$ cat src/rtl/xor_checked_frame_deframer_unit_defines.svh
// ----------------------------------------------------------------------------
// xor_checked_frame_deframer_unit_defines.svh
// Assertion macros shared by the deframer modules.
// ----------------------------------------------------------------------------
`ifndef XOR_CHECKED_FRAME_DEFRAMER_UNIT_DEFINES_SVH
`define XOR_CHECKED_FRAME_DEFRAMER_UNIT_DEFINES_SVH

// same-cycle implication, sampled on clk, off during reset
`define XCFD_ASSERT_SAME(lbl, ante, cons, msg) \
	lbl: assert property (@(posedge clk) disable iff (!arst_n) (ante) |-> (cons)) \
		else $error(msg);

// next-cycle implication, sampled on clk, off during reset
`define XCFD_ASSERT_NEXT(lbl, ante, cons, msg) \
	lbl: assert property (@(posedge clk) disable iff (!arst_n) (ante) |=> (cons)) \
		else $error(msg);

`endif

$ cat src/rtl/xcfd_pkg.sv
// ----------------------------------------------------------------------------
// xcfd_pkg
// Types and constants of the xor-checked frame deframer.
// ----------------------------------------------------------------------------
package xcfd_pkg;

	// frame start marker
	localparam logic [7:0] MARKER_BYTE = 8'hFF;
	// header bytes including the marker
	localparam int unsigned HEADER_LEN = 6;

	// header position: next byte to take
	typedef enum logic [2:0] {
		POS_IDLE    = 3'd0,
		POS_LEN_LO  = 3'd1,
		POS_LEN_HI  = 3'd2,
		POS_CMD     = 3'd3,
		POS_COUNT   = 3'd4,
		POS_CHECK   = 3'd5,
		POS_PAYLOAD = 3'd6
	} hdr_pos_t;

	// one result item
	typedef struct packed {
		logic [7:0] payload_byte;
		logic [7:0] frame_command;
		logic       byte_valid;
		logic       frame_end;
		logic       check_ok;
		logic       start_dropped;
	} result_t;

endpackage

$ cat src/rtl/xor_checked_frame_deframer_unit.sv
// ----------------------------------------------------------------------------
// xor_checked_frame_deframer_unit
// Byte-wise deframer for length-prefixed frames with an XOR check byte.
// ----------------------------------------------------------------------------
// Usage:
//   Input channel (in_valid / in_stall): one received byte per item, with
//   fragment_last marking the last byte of a link fragment.
//   Output channel (out_valid / out_stall): zero or one result item per
//   input item: a payload byte with its frame command, a frame end flag
//   with the XOR check result, or a dropped-start-byte flag. Header bytes
//   and frame tail bytes give none, save an empty frame's check byte.
//   Path: an accepted byte lands in the input register, then its decode
//   is loaded into the result register, from which the receiver takes
//   it while out_stall is low.
//   Throughput: one byte per cycle while the receiver takes results; the
//   frame state update is a single pass of small logic per byte.
//   Stall: while out_stall holds a waiting result, the byte in the input
//   register waits and in_stall rises once that register is occupied.
//   Reset: arst_n clears the valid flags of both registers and the frame
//   state; the block starts idle, waiting for a 0xFF marker.
// ----------------------------------------------------------------------------
module xor_checked_frame_deframer_unit (
	input  logic       clk,
	input  logic       arst_n,
	input  logic       in_valid,
	output logic       in_stall,
	input  logic [7:0] rx_byte,
	input  logic       fragment_last,
	output logic       out_valid,
	input  logic       out_stall,
	output logic [7:0] payload_byte,
	output logic [7:0] frame_command,
	output logic       byte_valid,
	output logic       frame_end,
	output logic       check_ok,
	output logic       start_dropped
);
	import xcfd_pkg::*;

	logic       valid_s1;
	logic [7:0] byte_s1;
	logic       last_s1;
	logic       blocked;
	logic       go;
	logic       accept;
	logic       res_valid;
	result_t    res;
	result_t    out_res;

	// handshake
	assign go       = valid_s1 && !blocked;
	assign in_stall = valid_s1 && blocked;
	assign accept   = in_valid && !in_stall;

	// input register valid
	always_ff @(posedge clk or negedge arst_n) begin
		if (!arst_n) begin
			valid_s1 <= 1'b0;
		end else if (accept) begin
			valid_s1 <= 1'b1;
		end else if (go) begin
			valid_s1 <= 1'b0;
		end
	end

	// input register payload
	always_ff @(posedge clk) begin
		if (accept) begin
			byte_s1 <= rx_byte;
			last_s1 <= fragment_last;
		end
	end

	// frame decode
	xcfd_parser u_parser (
		.clk           (clk),
		.arst_n        (arst_n),
		.go            (go),
		.rx_byte       (byte_s1),
		.fragment_last (last_s1),
		.res           (res),
		.res_valid     (res_valid)
	);

	// result register
	xcfd_out_stage u_out (
		.clk       (clk),
		.arst_n    (arst_n),
		.load      (go && res_valid),
		.res       (res),
		.out_stall (out_stall),
		.out_valid (out_valid),
		.blocked   (blocked),
		.out_res   (out_res)
	);

	assign payload_byte  = out_res.payload_byte;
	assign frame_command = out_res.frame_command;
	assign byte_valid    = out_res.byte_valid;
	assign frame_end     = out_res.frame_end;
	assign check_ok      = out_res.check_ok;
	assign start_dropped = out_res.start_dropped;

endmodule

$ cat src/rtl/xcfd_parser.sv
// ----------------------------------------------------------------------------
// xcfd_parser
// Frame state and combinational decode of one received byte.
// ----------------------------------------------------------------------------
`include "xor_checked_frame_deframer_unit_defines.svh"

module xcfd_parser (
	input  logic              clk,
	input  logic              arst_n,
	input  logic              go,
	input  logic [7:0]        rx_byte,
	input  logic              fragment_last,
	output xcfd_pkg::result_t res,
	output logic              res_valid
);
	import xcfd_pkg::*;

	hdr_pos_t    pos_q, pos_d;
	logic [15:0] remain_q, remain_d, remain_dec;
	logic [7:0]  cmd_q, cmd_d;
	logic [7:0]  exp_q, exp_d;
	logic [7:0]  run_q, run_d, run_xor;
	logic        discard_q, discard_d;

	// frame state registers, advanced once per processed item
	always_ff @(posedge clk or negedge arst_n) begin
		if (!arst_n) begin
			pos_q     <= POS_IDLE;
			remain_q  <= '0;
			cmd_q     <= '0;
			exp_q     <= '0;
			run_q     <= '0;
			discard_q <= 1'b0;
		end else if (go) begin
			pos_q     <= pos_d;
			remain_q  <= remain_d;
			cmd_q     <= cmd_d;
			exp_q     <= exp_d;
			run_q     <= run_d;
			discard_q <= discard_d;
		end
	end

	assign run_xor    = run_q ^ rx_byte;
	assign remain_dec = remain_q - 16'd1;

	// next state and result
	always_comb begin
		pos_d     = pos_q;
		remain_d  = remain_q;
		cmd_d     = cmd_q;
		exp_d     = exp_q;
		run_d     = run_q;
		discard_d = discard_q;
		res       = '0;
		res_valid = 1'b0;
		if (discard_q) begin
			// drop trailing bytes up to the fragment end
			if (fragment_last) begin
				discard_d = 1'b0;
			end
		end else begin
			case (pos_q)
				POS_LEN_LO: begin
					remain_d = {remain_q[15:8], rx_byte};
					pos_d    = POS_LEN_HI;
				end
				POS_LEN_HI: begin
					remain_d = {rx_byte, remain_q[7:0]};
					pos_d    = POS_CMD;
				end
				POS_CMD: begin
					cmd_d = rx_byte;
					pos_d = POS_COUNT;
				end
				POS_COUNT: begin
					// packet count is ignored
					pos_d = POS_CHECK;
				end
				POS_CHECK: begin
					exp_d = rx_byte;
					run_d = '0;
					if (remain_q == 16'd0) begin
						// empty frame ends on the check byte
						res.frame_command = cmd_q;
						res.frame_end     = 1'b1;
						res.check_ok      = (rx_byte == 8'd0);
						res_valid         = 1'b1;
						pos_d             = POS_IDLE;
						remain_d          = '0;
						discard_d         = !fragment_last;
					end else begin
						pos_d = POS_PAYLOAD;
					end
				end
				POS_PAYLOAD: begin
					run_d              = run_xor;
					remain_d           = remain_dec;
					res.payload_byte   = rx_byte;
					res.frame_command  = cmd_q;
					res.byte_valid     = 1'b1;
					res_valid          = 1'b1;
					if (remain_dec == 16'd0) begin
						res.frame_end = 1'b1;
						res.check_ok  = (run_xor == exp_q);
						pos_d         = POS_IDLE;
						remain_d      = '0;
						discard_d     = !fragment_last;
					end
				end
				default: begin
					// idle: wait for the marker
					if (rx_byte != MARKER_BYTE) begin
						res.start_dropped = 1'b1;
						res_valid         = 1'b1;
						pos_d             = POS_IDLE;
					end else begin
						pos_d    = POS_LEN_LO;
						remain_d = '0;
						run_d    = '0;
					end
				end
			endcase
		end
	end

	// assertions
	`XCFD_ASSERT_SAME(a_drop_alone, go && res_valid && res.start_dropped,
		!res.byte_valid && !res.frame_end, "dropped start byte carries payload flags")
	`XCFD_ASSERT_NEXT(a_end_idle, go && res_valid && res.frame_end,
		pos_q == POS_IDLE, "frame end did not return to idle")
	`XCFD_ASSERT_SAME(a_discard_quiet, go && discard_q,
		!res_valid, "result produced while dropping trailing bytes")

endmodule

$ cat src/rtl/xcfd_out_stage.sv
// ----------------------------------------------------------------------------
// xcfd_out_stage
// Result register toward the receiver, held while the receiver stalls.
// ----------------------------------------------------------------------------
module xcfd_out_stage (
	input  logic              clk,
	input  logic              arst_n,
	input  logic              load,
	input  xcfd_pkg::result_t res,
	input  logic              out_stall,
	output logic              out_valid,
	output logic              blocked,
	output xcfd_pkg::result_t out_res
);
	import xcfd_pkg::*;

	logic    valid_q;
	result_t res_q;

	// valid flag
	always_ff @(posedge clk or negedge arst_n) begin
		if (!arst_n) begin
			valid_q <= 1'b0;
		end else if (load) begin
			valid_q <= 1'b1;
		end else if (!out_stall) begin
			valid_q <= 1'b0;
		end
	end

	// payload, no reset needed
	always_ff @(posedge clk) begin
		if (load) begin
			res_q <= res;
		end
	end

	assign blocked   = valid_q && out_stall;
	assign out_valid = valid_q;
	assign out_res   = res_q;

endmodule

$ cat config.mk
export PLATFORM = sky130hd
export DESIGN_NAME = xor_checked_frame_deframer_unit
export DESIGN_NICKNAME = d
export VERILOG_FILES = /design/src/rtl/xcfd_pkg.sv /design/src/rtl/xor_checked_frame_deframer_unit.sv /design/src/rtl/xcfd_parser.sv /design/src/rtl/xcfd_out_stage.sv
export VERILOG_INCLUDE_DIRS = /design/src /design/src/rtl
export SDC_FILE = /design/constraint.sdc
export NUM_CORES = 1
export LEC_CHECK = 0
export BUFFER_PORTS_ARGS = -buffer_cell sky130_fd_sc_hd__clkbuf_2
export CORE_MARGIN = 2
export CORE_UTILIZATION = 25
export CTS_BUF_LIST = sky130_fd_sc_hd__clkbuf_4 sky130_fd_sc_hd__clkbuf_8
export DETAILED_ROUTE_END_ITERATION = 8
export PLACE_DENSITY_LB_ADDON = 0.1
export SYNTH_ARGS = -nofsm -noshare
export SYNTH_HDL_FRONTEND = slang
export SYNTH_SLANG_ARGS = --single-unit
$ cat constraint.sdc
create_clock -name clk -period 9.3 [get_ports clk]
set_input_delay 1.395 -clock clk [delete_from_list [all_inputs] [get_ports clk]]
set_output_delay 1.395 -clock clk [all_outputs]
set_load 0.01 [all_outputs]
==> results by group, run 1 <==
Timing
  • Final Hold Fails: 0
  • Fin crit period: 3.49 ns
  • Max Fclk: 0.287 GHz
  • Worst Max-Slew Pin Slew: ~1.2 ns
  • Hold_ws: 0.500 ns
  • # setup viols final: 0
  • Clk_skew: 0.0117 ns
  • Unrepaired setup endpoints after global routing: false
  • Final period util: 37.5%
  • Fin. max-slew vios: 0
  • Slew headroom: 22.1%
  • Final setup TNS: 0 ns

Power
  • Power per standard cell area: 319 mW/mm2
  • Peak supply drop: 0.0000731 V
  • LEAKAGE: between 1.5 and 2 nW

Finish
  • Fillers: 1,707
  • Highest-count cells in the layout ignoring fill and taps: 46 x dfrtp_1, 34 x clkbuf_2, 29 x nor2_1, 29 x edfxtp_1, 24 x nand2_1
  • Final Instance Area: 0.00454 mm2
  • Layout cells sized above 1: around 20%
  • Commonest non-fill, non-tap cell in the layout: dfrtp_1
  • # diodes: 0
  • Area Overhead vs Synth: 13.7%
  • NumNets Final: approximately 420

Clocking
  • Root Buffer: clkbuf_8
  • Post-CTS Resized: 0
  • Worst skew pair latency: 0.37 ns
  • Sink Count: 75
  • CTS buffer count: 9
  • # Post-CTS Setup Buffers: 0
  • CTS tree: done
  • Worst-path clk slew: about 0.070 ns
  • CTS Buffer Depth: 2
  • CTS Hold Buffers Added: 0
  • H-tree lvl count: 3

Synthesis
  • Syn_nets: 395
  • Post-synthesis compound-gate area fraction: 15.5%
  • FF+latch count, synth: 75
  • Post-synth ARST share: 61.3%
  • Yosys cell types: 64
  • Synth Area in Simple Gates: between 10% and 20%
  • Sequential share of the synthesized area: about half
  • Post-synthesis mux area share: 5.01%
  • Synth Flop Type: dfrtp_1
  • Xor/xnor share of the synthesized area: 4.39%
  • Syn Inst Count: 380
  • Number of enable flip-flop cells after synthesis: 29
  • Largest family of logic cells by synthesized area: simple AND/OR/NAND/NOR gates
  • Mapped Area: 0.00399 mm2
  • Adder-cell share of the synthesized area: less than 1%
  • Avg Synthesized Cell Area: 10.5 um2
  • Synth warn: 0

Critical path
  • CP Launch Type: primary input
  • Critical-path top delay cell: nor2_1
  • Worst EP arrival: around 3.8 ns
  • WP data required: 9.58 ns
  • Setup Crit Path Kind: in -> reg
  • Crit Path Max Fanout: 22
  • CP peak stage delay: between 0.9 and 1 ns
  • CP Cell Sequence: clkbuf_2, nand2_1, nand3_1, nor2_1, o21ai_1, o21ai_0
  • Critical Path Sink Type: flip-flop

Route
  • Vias per cell: 4.89
  • WL final: 10.9 mm
  • First-pass DRT Iterations: 4
  • WL per Instance: 17.5 um
  • Post-route DRC: 0
  • Routed via count: 3,054
  • DRT iter0 DRCs: 222
  • Antenna-violating nets left: 0

GRT
  • Congestion Overflow GR: 0
  • Met1 usage: 19.0%
  • Met3 Use GR: 3.18%
  • Largest net degree at the start of global routing: 47
  • Number of global-route vias before repair: 2,952
  • GR peak layer: met2
  • Routing usage on met2: between 20 and 25%
  • Global Route Usage Sum: about 14%
  • Antenna violations before repair: 0
  • First-pass GRT wire length: 17.3 mm

Floorplanning
  • Core ar.: around 0.016 mm2
  • Row count: 46
  • Chip Height: ~130 um
  • Ports: 35
  • Die area: 0.0170 mm2
  • Initial Utilization: 25.3%
  • Die W: 130 um

Placement
  • Post-DP HPWL: 7.37 mm
  • Post-DP Area: 0.00433 mm2
  • Port Buffers: 34
  • GP Congestion: around 0.76

Job
  • Max-Cap Viols: 0

Min path
  • Worst min path class: reg -> reg

Outcome
  • Outcome: finished clean
[registers in the layout, indices dropped and copies added, names as in the netlist]
signal              flops
u_parser.remain_q      16
u_parser.run_q          8
u_parser.pos_q          3
byte_s1                 8
u_out.out_valid         1
u_parser.discard_q      1
valid_s1                1
u_parser.cmd_q          8
u_parser.exp_q          8
last_s1                 1
u_out.out_res          20
[layer usage]
layer	vias up	wire, um
met5	-	0
met4	0	201
met3	15	447
met2	69	5090
met1	1520	5170
li1	1450	-
[Yosys cell counts (3+ instances only)]
cell,number,area (um2)
and4b_1,3,30.0
inv_1,6,22.5
nand3b_1,3,22.5
a31o_2,3,26.3
nand3_1,10,50.1
nor2_1,29,109
o31ai_1,10,75.1
nand4_1,6,37.5
edfxtp_1,29,871
nand2b_1,4,25.0
o211ai_1,3,22.5
nor4_1,7,43.8
dfrtp_1,46,1150
mux2_2,16,180
and3_1,7,43.8
buf_2,3,15.0
o21ai_1,13,65.1
a21oi_1,11,55.1
xnor2_1,17,149
o21bai_1,3,22.5
a22oi_1,6,45.0
clkbuf_1,18,67.6
nand2_1,24,90.1
nor3_1,11,55.1
xor2_1,3,26.3
o21ai_0,18,90.1
nor3b_1,4,30.0
and2_1,19,119
a31oi_1,5,31.3
[logic make-up after synthesis]
| family | count (synthesis) |
|---|---|
| and+or+nand+nor | 142 |
| AOI/OAI and AO/OA | 91 |
| DFF | 75 |
| buffers and inverters | 32 |
| xor gates and xnor gates | 20 |
| muxes | 18 |
| adders and majority gates | 2 |
[through the flow]
stage	setup slack [ns]	total power [mW]	util, %	instances
2_1_floorplan	6.00	1.03	-	380
3_3_place_gp	5.48	1.18	27.5	608
3_5_place_dp	5.39	1.19	27.5	608
4_1_cts	5.79	1.47	28.8	624
5_1_grt	5.53	1.57	28.8	624
6_report	5.81	1.45	28.8	624
[layout make-up]
class                           instances  area, um2  area share, %
Sequential cell                        75       2020           44.5
Multi-Input combinational cell        273       1810           40.0
Tap cell                              216        270           5.95
Timing Repair Buffer                   38        200           4.41
Clock buffer                           10        131           2.89
Clock inverter                          6       80.1           1.76
Inverter                                6       22.5          0.496
[power breakdown]
group	switching (mW)	internal [mW]	total, mW
combinational	0.308	0.244	0.552
clock	0.125	0.152	0.276
sequential	0.143	0.477	0.620
[path summary, 6_finish.rpt]
path                       slack, ns  cells past startpoint                     to            startpoint
setup / recovery                5.81                      6   u_parser.remain_q[1]             out_stall
hold / removal                  0.50                      1      u_parser.cmd_q[4]     u_parser.cmd_q[4]
setup reg to reg                5.98                      5       u_out.out_res[7]  u_parser.remain_q[0]
hold reg to reg                 0.50                      1      u_parser.cmd_q[4]     u_parser.cmd_q[4]
max in group asynchronous       7.72                      2  u_parser.remain_q[10]                arst_n
min in group asynchronous       1.14                      2        u_out.out_valid                arst_n
[worst max-delay path, delay by kind of cell]
family / cells / cell delay [ns]
AND/OR/NAND/NOR: 3 / 1.68
AO/OA/AOI/OAI: 2 / 0.58
buffers and inverters: 1 / 0.10
(Power assumes the default switching activity.)
==> run 2, diff against run 1 <==
clock period = 3.5 ns   (was 9.3 ns; I/O delays follow)
==> run 2 against run 1 <==
Utilization rose by 0.48 points. Clock skew rose by 0.0031 ns. Flip-flop and latch count did not move. Sequential share of layout area fell by 0.74 points. Clock power rose by 130%. Wire length rose by 3.0%. Sequential power rose to 2.6 times the previous value. Critical path depth fell by 1. Hold slack got worse by 0.25 ns. First-iteration DRC count fell by 20%. Die area did not move. Critical endpoint is now u_out.out_res[5]. Highest routed layer unchanged.
==> results by group, run 2 (same netlist as run 1, synthesis figures left out) <==
Critical path
  • CP Launch Type: flip-flop
  • Worst EP arrival: 2.81 ns
  • WP data required: roughly 3.6 ns
  • Setup Crit Path Kind: reg -> reg
  • Critical Path Sink Type: flip-flop
  • CP peak stage delay: 0.77 ns
  • CP Cell Sequence: nor4_4, nand2b_1, or4_1, a21oi_2, buf_4
  • Critical-path top delay cell: or4_1
  • Crit Path Max Fanout: 21

GRT
  • First-pass GRT wire length: 17.8 mm
  • Congestion Overflow GR: 0
  • Global Route Usage Sum: approximately 14%
  • Number of global-route vias before repair: 3,028
  • Largest net degree at the start of global routing: 30
  • Antenna violations before repair: 0

Finish
  • Number of flip-flops in the largest register: 20
  • Fillers: 1,699
  • Area of the multi-input gates: 0.00181 mm2
  • Layout cells sized above 1: 23.7%
  • Final Instance Area: 0.00462 mm2
  • # diodes: 0
  • Highest-count cells in the layout ignoring fill and taps: 46 x dfrtp_1, 34 x clkbuf_2, 29 x nor2_1, 29 x edfxtp_1, 24 x nand2_1
  • Commonest non-fill, non-tap cell in the layout: dfrtp_1
  • Area Overhead vs Synth: 15.6%
  • Register area: 0.00202 mm2
  • NumNets Final: 432
  • Non-filler cells, final: 638

Job
  • Max-Cap Viols: 0

Power
  • LEAKAGE: 1.79 nW
  • Peak supply drop: between 0.00015 and 0.0002 V
  • Power, Total: between 3 and 4 mW
  • Power per standard cell area: 828 mW/mm2

Floorplanning
  • Row count: between 40 and 50
  • Die area: 0.0170 mm2
  • Core ar.: 0.0158 mm2
  • Chip Height: 130 um
  • Die W: 130 um
  • Ports: 35
  • Initial Utilization: 25.3%

Timing
  • Final worst slack: roughly 0.75 ns
  • Slew headroom: around 43%
  • Max Fclk: roughly 0.36 GHz
  • Fin crit period: 2.75 ns
  • # setup viols final: 0
  • Clk_skew: 0.0148 ns
  • Final setup TNS: 0 ns
  • Unrepaired setup endpoints after global routing: false
  • Final Hold Fails: 0
  • Worst Max-Slew Pin Slew: about 0.85 ns
  • Fin. max-slew vios: 0
  • Final period util: 78.5%

Route
  • First-pass DRT Iterations: 4
  • Antenna-violating nets left: 0
  • Post-route DRC: 0
  • Vias per cell: 4.86
  • WL final: 11.2 mm
  • Routed via count: 3,099
  • DRT iter0 DRCs: 177
  • WL per Instance: 17.6 um

Clocking
  • Sink Count: 75
  • CTS buffer count: 9
  • H-tree lvl count: 3
  • CTS Buffer Depth: 2
  • Root Buffer: clkbuf_8
  • CTS Hold Buffers Added: 0
  • Worst skew pair latency: 0.38 ns
  • # Post-CTS Setup Buffers: 0
  • Worst-path clk slew: ~0.09 ns
  • CTS tree: done
  • Post-CTS Resized: 0

Placement
  • Placed Cells: 622
  • Post-DP Area: 0.00443 mm2
  • Post-DP HPWL: 7.71 mm
  • Setup Slack @ Placement: ~0.74 ns
  • GP Congestion: 0.821
  • Port Buffers: 34

Outcome
  • Outcome: finished clean

Min path
  • Worst min path class: in -> async
## run 2: changes by cell type in the layout (fill, tap and decap cells not counted)
cell,change
buf_4,+14
clkinv_1,-3
bufinv_16,-2
inv_6,+2
clkbuf_4,-1
clkinv_2,+1
clkinv_4,+1
clkinvlp_4,+1
inv_8,+1
## run 2: critical path: cells and delay by family, from the launching register on
family / cells / cell delay (ns)
AO/OA/AOI/OAI: 1 / 0.19
buffers and inverters: 1 / 0.29
flip-flops: 1 / 0.49
AND/OR/NAND/NOR: 3 / 1.45
## run 2: worst paths after layout
check                                     start                     to  slack, ns  cells past startpoint
max                        u_parser.remain_q[8]       u_out.out_res[5]       0.75                      5
min                                      arst_n        u_out.out_valid       0.25                      1
max reg2reg                u_parser.remain_q[8]       u_out.out_res[5]       0.75                      5
min reg2reg                   u_parser.cmd_q[1]      u_parser.cmd_q[1]       0.50                      1
max in group asynchronous                arst_n  u_parser.remain_q[10]       2.48                      2
min in group clk                     rx_byte[5]             byte_s1[5]       0.32                      1
## run 2: routing by layer
layer  up-vias  wire length [um]  share of wire [%]  GRT usage, %
met2        54              5320                 47          23.3
met1      1544              5350                 48          19.0
met4         0               153                1.4          4.51
met3        11               409                3.6          3.46
met5         -                 0                  0             0
li1       1490                 -                  -             -
## run 2: power by group
group          internal, mW  switching, mW  total (mW)  leakage [nW]
Clock                 0.268          0.376       0.644        0.0921
Combinational         0.703          0.880        1.58         0.839
Sequential             1.26          0.332        1.60         0.855
## run 2: area by class of cell
cell class                      count  area share (%)
Clock buffer                        9            2.68
Clock inverter                      7            1.27
Inverter                            6           0.488
Multi-Input combinational cell    273            39.3
Sequential cell                    75            43.8
Tap cell                          216            5.85
Timing Repair Buffer               52            6.61
## run 2: metrics by stage
stage | hold slack, ns | utilization, %
2_1_floorplan | 0.229 | -
4_1_cts | 0.264 | 29.3
5_1_grt | 0.287 | 29.3
6_report | 0.246 | 29.3
3_5_place_dp | 0.488 | 28.1
3_3_place_gp | 0.484 | 28.1
